===== config.mk =====
export PLATFORM = sky130hd
export DESIGN_NAME = pulse_period_power_meter_top
export DESIGN_NICKNAME = d
export VERILOG_FILES = /design/src/hw/rtl/pppm_pkg.sv /design/src/hw/rtl/pulse_period_power_meter_top.sv /design/src/hw/rtl/pppm_div.sv
export SDC_FILE = /design/constraint.sdc
export NUM_CORES = 1
export LEC_CHECK = 0
export ABC_AREA = 1
export CELL_PAD_IN_SITES_DETAIL_PLACEMENT = 0
export CELL_PAD_IN_SITES_GLOBAL_PLACEMENT = 1
export CORE_ASPECT_RATIO = 1.4
export CORE_MARGIN = 2
export CORE_UTILIZATION = 45
export DETAILED_ROUTE_END_ITERATION = 6
export DONT_BUFFER_PORTS = 1
export GPL_TIMING_DRIVEN = 1
export PLACE_DENSITY_LB_ADDON = 0.25
export SKIP_CTS_REPAIR_TIMING = 1
export SLEW_MARGIN = 20
export SYNTH_ARGS = -nofsm -noshare
export SYNTH_HDL_FRONTEND = slang
export SYNTH_SLANG_ARGS = --single-unit

===== constraint.sdc =====
create_clock -name clk -period 13.7 [get_ports clk]
set_clock_uncertainty 0.1 [all_clocks]
set_input_delay 0 -clock clk [delete_from_list [all_inputs] [get_ports clk]]
set_output_delay 0 -clock clk [all_outputs]
set_load 0.02 [all_outputs]

===== src/hw/rtl/pppm_pkg.sv =====
`timescale 1ns / 1ps

package pppm_pkg;

	// fixed field widths
	localparam int PERIOD_W   = 32;
	localparam int MULT_W     = 32;
	localparam int VALUE_W    = 40;
	localparam int SWAP_W     = 16;
	localparam int EDGES_W    = 2;
	localparam int CFG_ADDR_W = 3;
	localparam int CFG_DATA_W = 32;

	// register indexes
	localparam logic [CFG_ADDR_W-1:0] REG_POWER_MULT   = 3'd0;
	localparam logic [CFG_ADDR_W-1:0] REG_VOLTAGE_MULT = 3'd1;
	localparam logic [CFG_ADDR_W-1:0] REG_CURRENT_MULT = 3'd2;
	localparam logic [CFG_ADDR_W-1:0] REG_TIMEOUT      = 3'd3;
	localparam logic [CFG_ADDR_W-1:0] REG_SWAP_WAIT    = 3'd4;

	// register reset values
	localparam logic [PERIOD_W-1:0] TIMEOUT_RESET   = 32'd2000000;
	localparam logic [SWAP_W-1:0]   SWAP_WAIT_RESET = 16'd1000;

	// edges needed after settling before the shared reading is valid
	localparam logic [EDGES_W-1:0] EDGES_NEEDED = 2'd2;

endpackage


===== src/hw/rtl/pulse_period_power_meter_top.sv =====
`timescale 1ns / 1ps

// channel   dir  handshake          payload
// s_*       in   s_tvalid/s_tready  s_tdata: one microsecond tick with edge flags and mode
// m_*       out  m_tvalid/m_tready  m_tdata: readings, m_tuser: select level
// cfg_*     in   cfg_we             cfg_addr, cfg_wdata: register write, no read-back
//
// one bit-serial divider is used twice per item, once for power and once for the
// shared line
// s_tready is high only while the sequencer is idle; a finished item waits in
// the output register, so the next tick can be taken while it is not yet read
// the sequencer holds a result until the output register is free
// arst_n clears the tick counters, periods and flags and loads the register defaults

module pulse_period_power_meter_top
	import pppm_pkg::*;
#(
	parameter int FRAC_BITS    = 8,
	parameter int ENERGY_WIDTH = 48
) (
	input  logic                  clk,
	input  logic                  arst_n,
	input  logic                  s_tvalid,
	output logic                  s_tready,
	// power_edge, shared_edge, want_voltage, clear_energy, zero pad
	input  logic [7:0]            s_tdata,
	output logic                  m_tvalid,
	input  logic                  m_tready,
	// power_value, shared_value, shared_valid, power_period_raw,
	// shared_period_raw, energy_pulses, zero pad
	output logic [((2*VALUE_W+1+2*PERIOD_W+ENERGY_WIDTH+7)/8)*8-1:0] m_tdata,
	// select_voltage
	output logic                  m_tuser,
	input  logic                  cfg_we,
	input  logic [CFG_ADDR_W-1:0] cfg_addr,
	input  logic [CFG_DATA_W-1:0] cfg_wdata
);

	localparam int DIV_W    = PERIOD_W + FRAC_BITS;
	localparam int OUT_BITS = 2*VALUE_W + 1 + 2*PERIOD_W + ENERGY_WIDTH;
	localparam int OUT_W    = ((OUT_BITS + 7) / 8) * 8;

	// sequencer codes
	localparam logic [2:0] S_IDLE   = 3'd0;
	localparam logic [2:0] S_EVAL   = 3'd1;
	localparam logic [2:0] S_STARTP = 3'd2;
	localparam logic [2:0] S_WAITP  = 3'd3;
	localparam logic [2:0] S_STARTS = 3'd4;
	localparam logic [2:0] S_WAITS  = 3'd5;
	localparam logic [2:0] S_OUT    = 3'd6;

	function automatic logic [PERIOD_W-1:0] sat_inc(input logic [PERIOD_W-1:0] x);
		sat_inc = (x == '1) ? x : x + PERIOD_W'(1);
	endfunction

	// configuration registers
	logic [MULT_W-1:0]   pmult_q;
	logic [MULT_W-1:0]   vmult_q;
	logic [MULT_W-1:0]   cmult_q;
	logic [PERIOD_W-1:0] timeout_q;
	logic [SWAP_W-1:0]   swap_wait_q;

	// tick state
	logic [PERIOD_W-1:0]     page_q;
	logic [PERIOD_W-1:0]     sage_q;
	logic [PERIOD_W-1:0]     pper_q;
	logic [PERIOD_W-1:0]     vper_q;
	logic [PERIOD_W-1:0]     cper_q;
	logic                    mode_q;
	logic [EDGES_W-1:0]      edges_q;
	logic [SWAP_W-1:0]       settle_q;
	logic [ENERGY_WIDTH-1:0] energy_q;

	// snapshot of the readings for the item at work
	logic [PERIOD_W-1:0] praw_q;
	logic [PERIOD_W-1:0] sraw_q;
	logic                valid_q;
	logic [VALUE_W-1:0]  pval_q;

	logic [2:0] state_q;

	logic               m_tvalid_q;
	logic [OUT_W-1:0]   m_tdata_q;
	logic               m_tuser_q;
	logic               out_load;

	// input fields
	logic in_pedge;
	logic in_sedge;
	logic in_wantv;
	logic in_clr;
	logic accept;

	assign in_pedge = s_tdata[0];
	assign in_sedge = s_tdata[1];
	assign in_wantv = s_tdata[2];
	assign in_clr   = s_tdata[3];
	assign s_tready = (state_q == S_IDLE);
	assign accept   = s_tvalid && s_tready;

	// finished item moves into the output register once it is free
	assign out_load = (state_q == S_OUT) && (!m_tvalid_q || m_tready);

	// next tick state
	logic                    chg;
	logic [SWAP_W-1:0]       settle_nx;
	logic [EDGES_W-1:0]      edges_base;
	logic [ENERGY_WIDTH-1:0] energy_base;

	assign chg         = in_wantv != mode_q;
	assign settle_nx   = chg ? swap_wait_q :
	                     (settle_q != '0) ? settle_q - SWAP_W'(1) : settle_q;
	assign edges_base  = chg ? '0 : edges_q;
	assign energy_base = in_clr ? '0 : energy_q;

	// readings formed from the state after the tick
	logic                p_stale;
	logic                s_live;
	logic [PERIOD_W-1:0] s_period;

	assign p_stale  = page_q > timeout_q;
	assign s_live   = (edges_q == EDGES_NEEDED) && (settle_q == '0) && (sage_q <= timeout_q);
	assign s_period = mode_q ? vper_q : cper_q;

	// shared divider
	logic                div_start;
	logic [DIV_W-1:0]    div_dividend;
	logic [PERIOD_W-1:0] div_divisor;
	logic                div_done;
	logic [DIV_W-1:0]    div_quo;
	logic [MULT_W-1:0]   div_mult;
	logic [VALUE_W-1:0]  quo_sat;
	logic [VALUE_W-1:0]  quo_final;

	assign div_start    = (state_q == S_STARTP) || (state_q == S_STARTS);
	assign div_mult     = (state_q == S_STARTP) ? pmult_q : (mode_q ? vmult_q : cmult_q);
	assign div_divisor  = (state_q == S_STARTP) ? praw_q : sraw_q;
	assign div_dividend = DIV_W'(div_mult) << FRAC_BITS;

	pppm_div #(
		.DIV_W(DIV_W)
	) u_div (
		.clk      (clk),
		.arst_n   (arst_n),
		.start    (div_start),
		.dividend (div_dividend),
		.divisor  (div_divisor),
		.done     (div_done),
		.quotient (div_quo)
	);

	// quotient above the value width saturates to all ones
	generate
		if (DIV_W > VALUE_W) begin : g_sat
			assign quo_sat = (|div_quo[DIV_W-1:VALUE_W]) ? '1 : div_quo[VALUE_W-1:0];
		end else begin : g_nosat
			assign quo_sat = VALUE_W'(div_quo);
		end
	endgenerate

	// a zero period reads as zero
	assign quo_final = (((state_q == S_WAITP) ? praw_q : sraw_q) == '0) ? '0 : quo_sat;

	// configuration writes
	always_ff @(posedge clk or negedge arst_n) begin
		if (!arst_n) begin
			pmult_q     <= '0;
			vmult_q     <= '0;
			cmult_q     <= '0;
			timeout_q   <= TIMEOUT_RESET;
			swap_wait_q <= SWAP_WAIT_RESET;
		end else if (cfg_we) begin
			unique case (cfg_addr)
				REG_POWER_MULT:   pmult_q     <= cfg_wdata[MULT_W-1:0];
				REG_VOLTAGE_MULT: vmult_q     <= cfg_wdata[MULT_W-1:0];
				REG_CURRENT_MULT: cmult_q     <= cfg_wdata[MULT_W-1:0];
				REG_TIMEOUT:      timeout_q   <= cfg_wdata[PERIOD_W-1:0];
				REG_SWAP_WAIT:    swap_wait_q <= cfg_wdata[SWAP_W-1:0];
				default: ;
			endcase
		end
	end

	// tick state update on an accepted item
	always_ff @(posedge clk or negedge arst_n) begin
		if (!arst_n) begin
			page_q   <= '0;
			sage_q   <= '0;
			pper_q   <= '0;
			vper_q   <= '0;
			cper_q   <= '0;
			mode_q   <= 1'b0;
			edges_q  <= '0;
			settle_q <= '0;
			energy_q <= '0;
		end else if (accept) begin
			mode_q   <= in_wantv;
			settle_q <= settle_nx;
			if (in_pedge) begin
				pper_q   <= sat_inc(page_q);
				page_q   <= '0;
				energy_q <= energy_base + ENERGY_WIDTH'(1);
			end else begin
				page_q   <= sat_inc(page_q);
				energy_q <= energy_base;
			end
			if (in_sedge) begin
				if (in_wantv) begin
					vper_q <= sat_inc(sage_q);
				end else begin
					cper_q <= sat_inc(sage_q);
				end
				sage_q <= '0;
				// edges during settling do not count
				if ((settle_nx == '0) && (edges_base < EDGES_NEEDED)) begin
					edges_q <= edges_base + EDGES_W'(1);
				end else begin
					edges_q <= edges_base;
				end
			end else begin
				sage_q  <= sat_inc(sage_q);
				edges_q <= edges_base;
			end
		end
	end

	// sequencer
	always_ff @(posedge clk or negedge arst_n) begin
		if (!arst_n) begin
			state_q    <= S_IDLE;
			m_tvalid_q <= 1'b0;
		end else begin
			if (out_load) begin
				m_tvalid_q <= 1'b1;
			end else if (m_tvalid_q && m_tready) begin
				m_tvalid_q <= 1'b0;
			end
			unique case (state_q)
				S_IDLE: begin
					if (accept) begin
						state_q <= S_EVAL;
					end
				end
				S_EVAL:   state_q <= S_STARTP;
				S_STARTP: state_q <= S_WAITP;
				S_WAITP: begin
					if (div_done) begin
						state_q <= S_STARTS;
					end
				end
				S_STARTS: state_q <= S_WAITS;
				S_WAITS: begin
					if (div_done) begin
						state_q <= S_OUT;
					end
				end
				S_OUT: begin
					// hold the item until the output register is free
					if (out_load) begin
						state_q <= S_IDLE;
					end
				end
				default: state_q <= S_IDLE;
			endcase
		end
	end

	// readings and output payload
	logic [VALUE_W-1:0] sval_q;

	always_ff @(posedge clk) begin
		if (state_q == S_EVAL) begin
			praw_q  <= p_stale ? '0 : pper_q;
			sraw_q  <= s_live ? s_period : '0;
			valid_q <= s_live;
		end
		if ((state_q == S_WAITP) && div_done) begin
			pval_q <= quo_final;
		end
		if ((state_q == S_WAITS) && div_done) begin
			sval_q <= quo_final;
		end
		if (out_load) begin
			m_tdata_q <= OUT_W'({energy_q, sraw_q, praw_q, valid_q, sval_q, pval_q});
			m_tuser_q <= mode_q;
		end
	end

	assign m_tvalid = m_tvalid_q;
	assign m_tdata  = m_tdata_q;
	assign m_tuser  = m_tuser_q;

endmodule


===== src/hw/rtl/pppm_div.sv =====
`timescale 1ns / 1ps

module pppm_div
	import pppm_pkg::*;
#(
	parameter int DIV_W = 40
) (
	input  logic                clk,
	input  logic                arst_n,
	input  logic                start,
	input  logic [DIV_W-1:0]    dividend,
	input  logic [PERIOD_W-1:0] divisor,
	output logic                done,
	output logic [DIV_W-1:0]    quotient
);

	localparam int CNT_W = $clog2(DIV_W + 1);

	logic [PERIOD_W-1:0] rem_q;
	logic [PERIOD_W-1:0] den_q;
	logic [DIV_W-1:0]    quo_q;
	logic [CNT_W-1:0]    cnt_q;
	logic                busy_q;
	logic                done_q;

	logic [PERIOD_W:0]   trial;
	logic [PERIOD_W:0]   diff;
	logic                ge;
	logic [PERIOD_W-1:0] rem_nx;

	// one restoring step: shift in the next dividend bit, subtract if it fits
	assign trial  = {rem_q, quo_q[DIV_W-1]};
	assign ge     = trial >= {1'b0, den_q};
	assign diff   = trial - {1'b0, den_q};
	assign rem_nx = ge ? diff[PERIOD_W-1:0] : trial[PERIOD_W-1:0];

	always_ff @(posedge clk or negedge arst_n) begin
		if (!arst_n) begin
			busy_q <= 1'b0;
			done_q <= 1'b0;
			cnt_q  <= '0;
		end else begin
			done_q <= !start && busy_q && (cnt_q == CNT_W'(1));
			if (start) begin
				busy_q <= 1'b1;
				cnt_q  <= CNT_W'(DIV_W);
			end else if (busy_q) begin
				cnt_q <= cnt_q - CNT_W'(1);
				if (cnt_q == CNT_W'(1)) begin
					busy_q <= 1'b0;
				end
			end
		end
	end

	always_ff @(posedge clk) begin
		if (start) begin
			rem_q <= '0;
			den_q <= divisor;
			quo_q <= dividend;
		end else if (busy_q) begin
			rem_q <= rem_nx;
			quo_q <= {quo_q[DIV_W-2:0], ge};
		end
	end

	assign done     = done_q;
	assign quotient = quo_q;

endmodule


==> impl_metrics.yaml <==
power:
  switching_share_pct: 24.2
  combPwrFrac_pct: 6.8
  power_frac_clock_pct: 43.5
  p_sw_mw: 1.34
  power.density_nw_per_um2: 131
  internal_power_mw: 4.21
  p_total_mw: 5.55
  p_seq_share_pct: 49.7
  peakVddDrop_uv: 121
  leakagePower_nw: 18.6
critical_path:
  regToRegSetupSlack_ns: 9.77
  crit_chain: "nor3_2 -> buf_4 -> a21oi_1 -> inv_2 -> buf_4 -> nor2_4 -> inv_2 -> buf_4"
  cp-start-kind: "flop"
  cp.required_ns: 13.90
  crit_type: "reg -> reg"
  worstReg2RegStart: "state_q[2]"
  critPathArrivalTime_ns: 4.12
  critPathBufInv: 5
  timing.rr.end: "u_div.quotient[20]"
  cp_top_family: "buffers and inverters"
  worst_path_most_repeated_cell: "buf_4"
  cp_max_fo: 68
  max_stage_delay_ns: 0.66
  crit_cells: 8
  cp-end-kind: "flop"
  ff2ff_path_depth: 8
  slowest_stage: "buf_4"
timing:
  fin_setup_tns_ns: 0
  period_share_pct: 28.7
  slew_violations: 0
  period_minus_slack_ns: 3.93
  timing.fmax_ghz: 0.255
  rsz0062_at_grt: "false"
  timing.hold.ws_ns: -0.0181
  worst_slew_pin_slew_ns: 1.07
  hold_viol_final: 16
  finalSetupViolCount: 0
  slew_headroom_pct: 28.7
placed_design:
  dpl.hpwl_mm: 73.1
  dpl.cell_count: 4988
  portBuffers: 0
  place_congestion: 0.933
routing:
  viasPerCell: 5.21
  wirelength_mm: 105
  wire_per_inst_um: 20.1
  wl_met3_mm: 3.47
  first_pass_iters: 7
  initialDrtViolationCount: 1916
  m1WireLength_mm: 42.5
  detail-route-antenna-nets: 0
  vias: 27102
  top_layer: "met4"
  route.met2.wl_mm: 54.4
  drc: 0
clock_network:
  clk_pin_slew_worst_paths_ns: 0.07
  clock-sinks: 826
  tritoncts: "yes"
  clock_latency_ns: 0.67
  cts_root_buf: "clkbuf_16"
  htreeDepth: 3
  cts_buffers: 82
  clock_path_buffers: 3
floorplan:
  die_x_um: 249
  core-area_um2: 83900
  die_h_um: 348
  std_cell_rows: 126
  pin_count: 251
  start_util_pct: 45.2
  dieArea_um2: 86700
synth:
  post-synth-top-count-cell: "nand2_1"
  synth_warnings: 0
  synth_common_cells: "nand2_1 (1010), inv_1 (455), o21ai_0 (420)"
  netlist_top_cells_area: "edfxtp_1 (32%), dfrtp_1 (24%), nand2_1 (10%), o21ai_0 (5.5%), inv_1 (4.5%)"
  synth-main-ff-cell: "edfxtp_1"
  postSynthCellCount: 4017
  synth_edf_count: 403
  ys_seq_elements: 826
  synthArstFlopShare_pct: 46.4
  synth_cell_types: 63
  ys_seq_area_share_pct: 59.3
  netlist_area_um2: 37900
  yosysTopAreaCell: "edfxtp_1"
  synth_area_per_cell_um2: 9.45
  netlist.area_leader.share_pct: 31.9
global_route:
  grt_pass1_vias: 26304
  grtUsageTotal_pct: 23.9
  grt_pass1_wl_mm: 159
  antenna_found_initial: 1
  grt_max_degree: 384
  grt_overflow_total: 0
flow_run:
  drv_cap: 0
final_layout:
  drive_gt1_share_pct: 6.06
  fill_cells: 7859
  finalNetCount: 4190
  final_cell_count_no_fill: 5198
  layout-area-overhead-vs-synth_pct: 12.0
min_path:
  hold_path.class: "in -> reg"
  min_from: "s_tdata[3]"
  min_to: "energy_q[42]"
  min_delay_path_depth: 3
run_status:
  outcome: "complete, but fails checks"
  failed_checks: "negative hold slack"
registers in the layout, summed over array words and instances (netlist names), 40 cells and up:
signal          flops
energy_q           48
m_tdata           193
pval_q             40
sval_q             40
u_div.quotient     40
worst register-to-register path: stages, from the launching register on:
cell,delay (ns)
dfrtp_1,0.47
nor3_2,0.20
buf_4,0.52
a21oi_1,0.22
inv_2,0.08
buf_4,0.66
nor2_4,0.29
inv_2,0.39
buf_4,0.59
logic make-up after synthesis:
group                    share of synthesized area, %
adder cells (fa/ha/maj)                          3.42
multiplexers                                    0.106
flip-flops                                       59.3
XOR/XNOR                                         2.93
buffers and inverters                            6.37
AO/OA/AOI/OAI                                    9.23
other                                         0.00988
AND/OR/NAND/NOR                                  18.6
per-layer routing:
metal,track usage (%),vias to the layer above
li1,-,13355
met1,29.0,12983
met2,43.3,583
met3,2.94,181
met4,9.52,0
met5,0,-
power by group through the flow:
stage | Sequential [mW] | Combinational, mW | Clock, mW
floorplan | 2.79 | 0.250 | 0
global placement | 2.81 | 0.330 | 0
detailed placement | 2.81 | 0.337 | 0
CTS | 2.76 | 0.339 | 2.46
global route | 2.77 | 0.440 | 2.56
finish | 2.76 | 0.378 | 2.41
placed cells by master, fill, tap and decap left out, drive strengths merged, types with 101 or more instances in the layout:
cell    instances
nor2          346
a21oi         108
nand3         142
clkbuf        101
o21ai         426
inv           469
ha            102
nand2        1016
dfrtp         370
edfxtp        403
layout make-up:
class | count | area [µm²] | area share, %
Clock buffer | 101 | 2200 | 5.18
Clock inverter | 53 | 717 | 1.69
Tap cell | 1088 | 1360 | 3.20
Timing Repair Buffer | 83 | 845 | 1.99
Multi-Input combinational cell | 2579 | 13100 | 30.9
Sequential cell | 826 | 22500 | 52.9
Antenna cell | 1 | 2.50 | 0.00589
Inverter | 467 | 1760 | 4.14
through the flow:
stage | hold WS [ns] | setup slack [ns] | cell area (µm²) | util (%)
CTS | -1.09 | 9.73 | 41900 | 49.9
global route | 0.0139 | 9.49 | 42500 | 50.7
detailed placement | -0.381 | 9.75 | 39000 | 46.4
finish | -0.0181 | 9.77 | 42500 | 50.7
global placement | -0.382 | 9.73 | 39000 | 46.4
floorplan | -0.396 | 4.08 | 38000 | -
how the worst max path moves through the flow:
stage / startpoint / endpoint
4_1_cts: state_q[2] / u_div.quotient[12]
3_3_place_gp: state_q[2] / u_div.quotient[15]
5_1_grt: state_q[2] / u_div.quotient[20]
3_5_place_dp: state_q[2] / u_div.quotient[15]
2_1_floorplan: state_q[2] / m_tdata[0]
6_report: state_q[2] / u_div.quotient[20]
No activity file was read; power rests on OpenSTA's default activity.
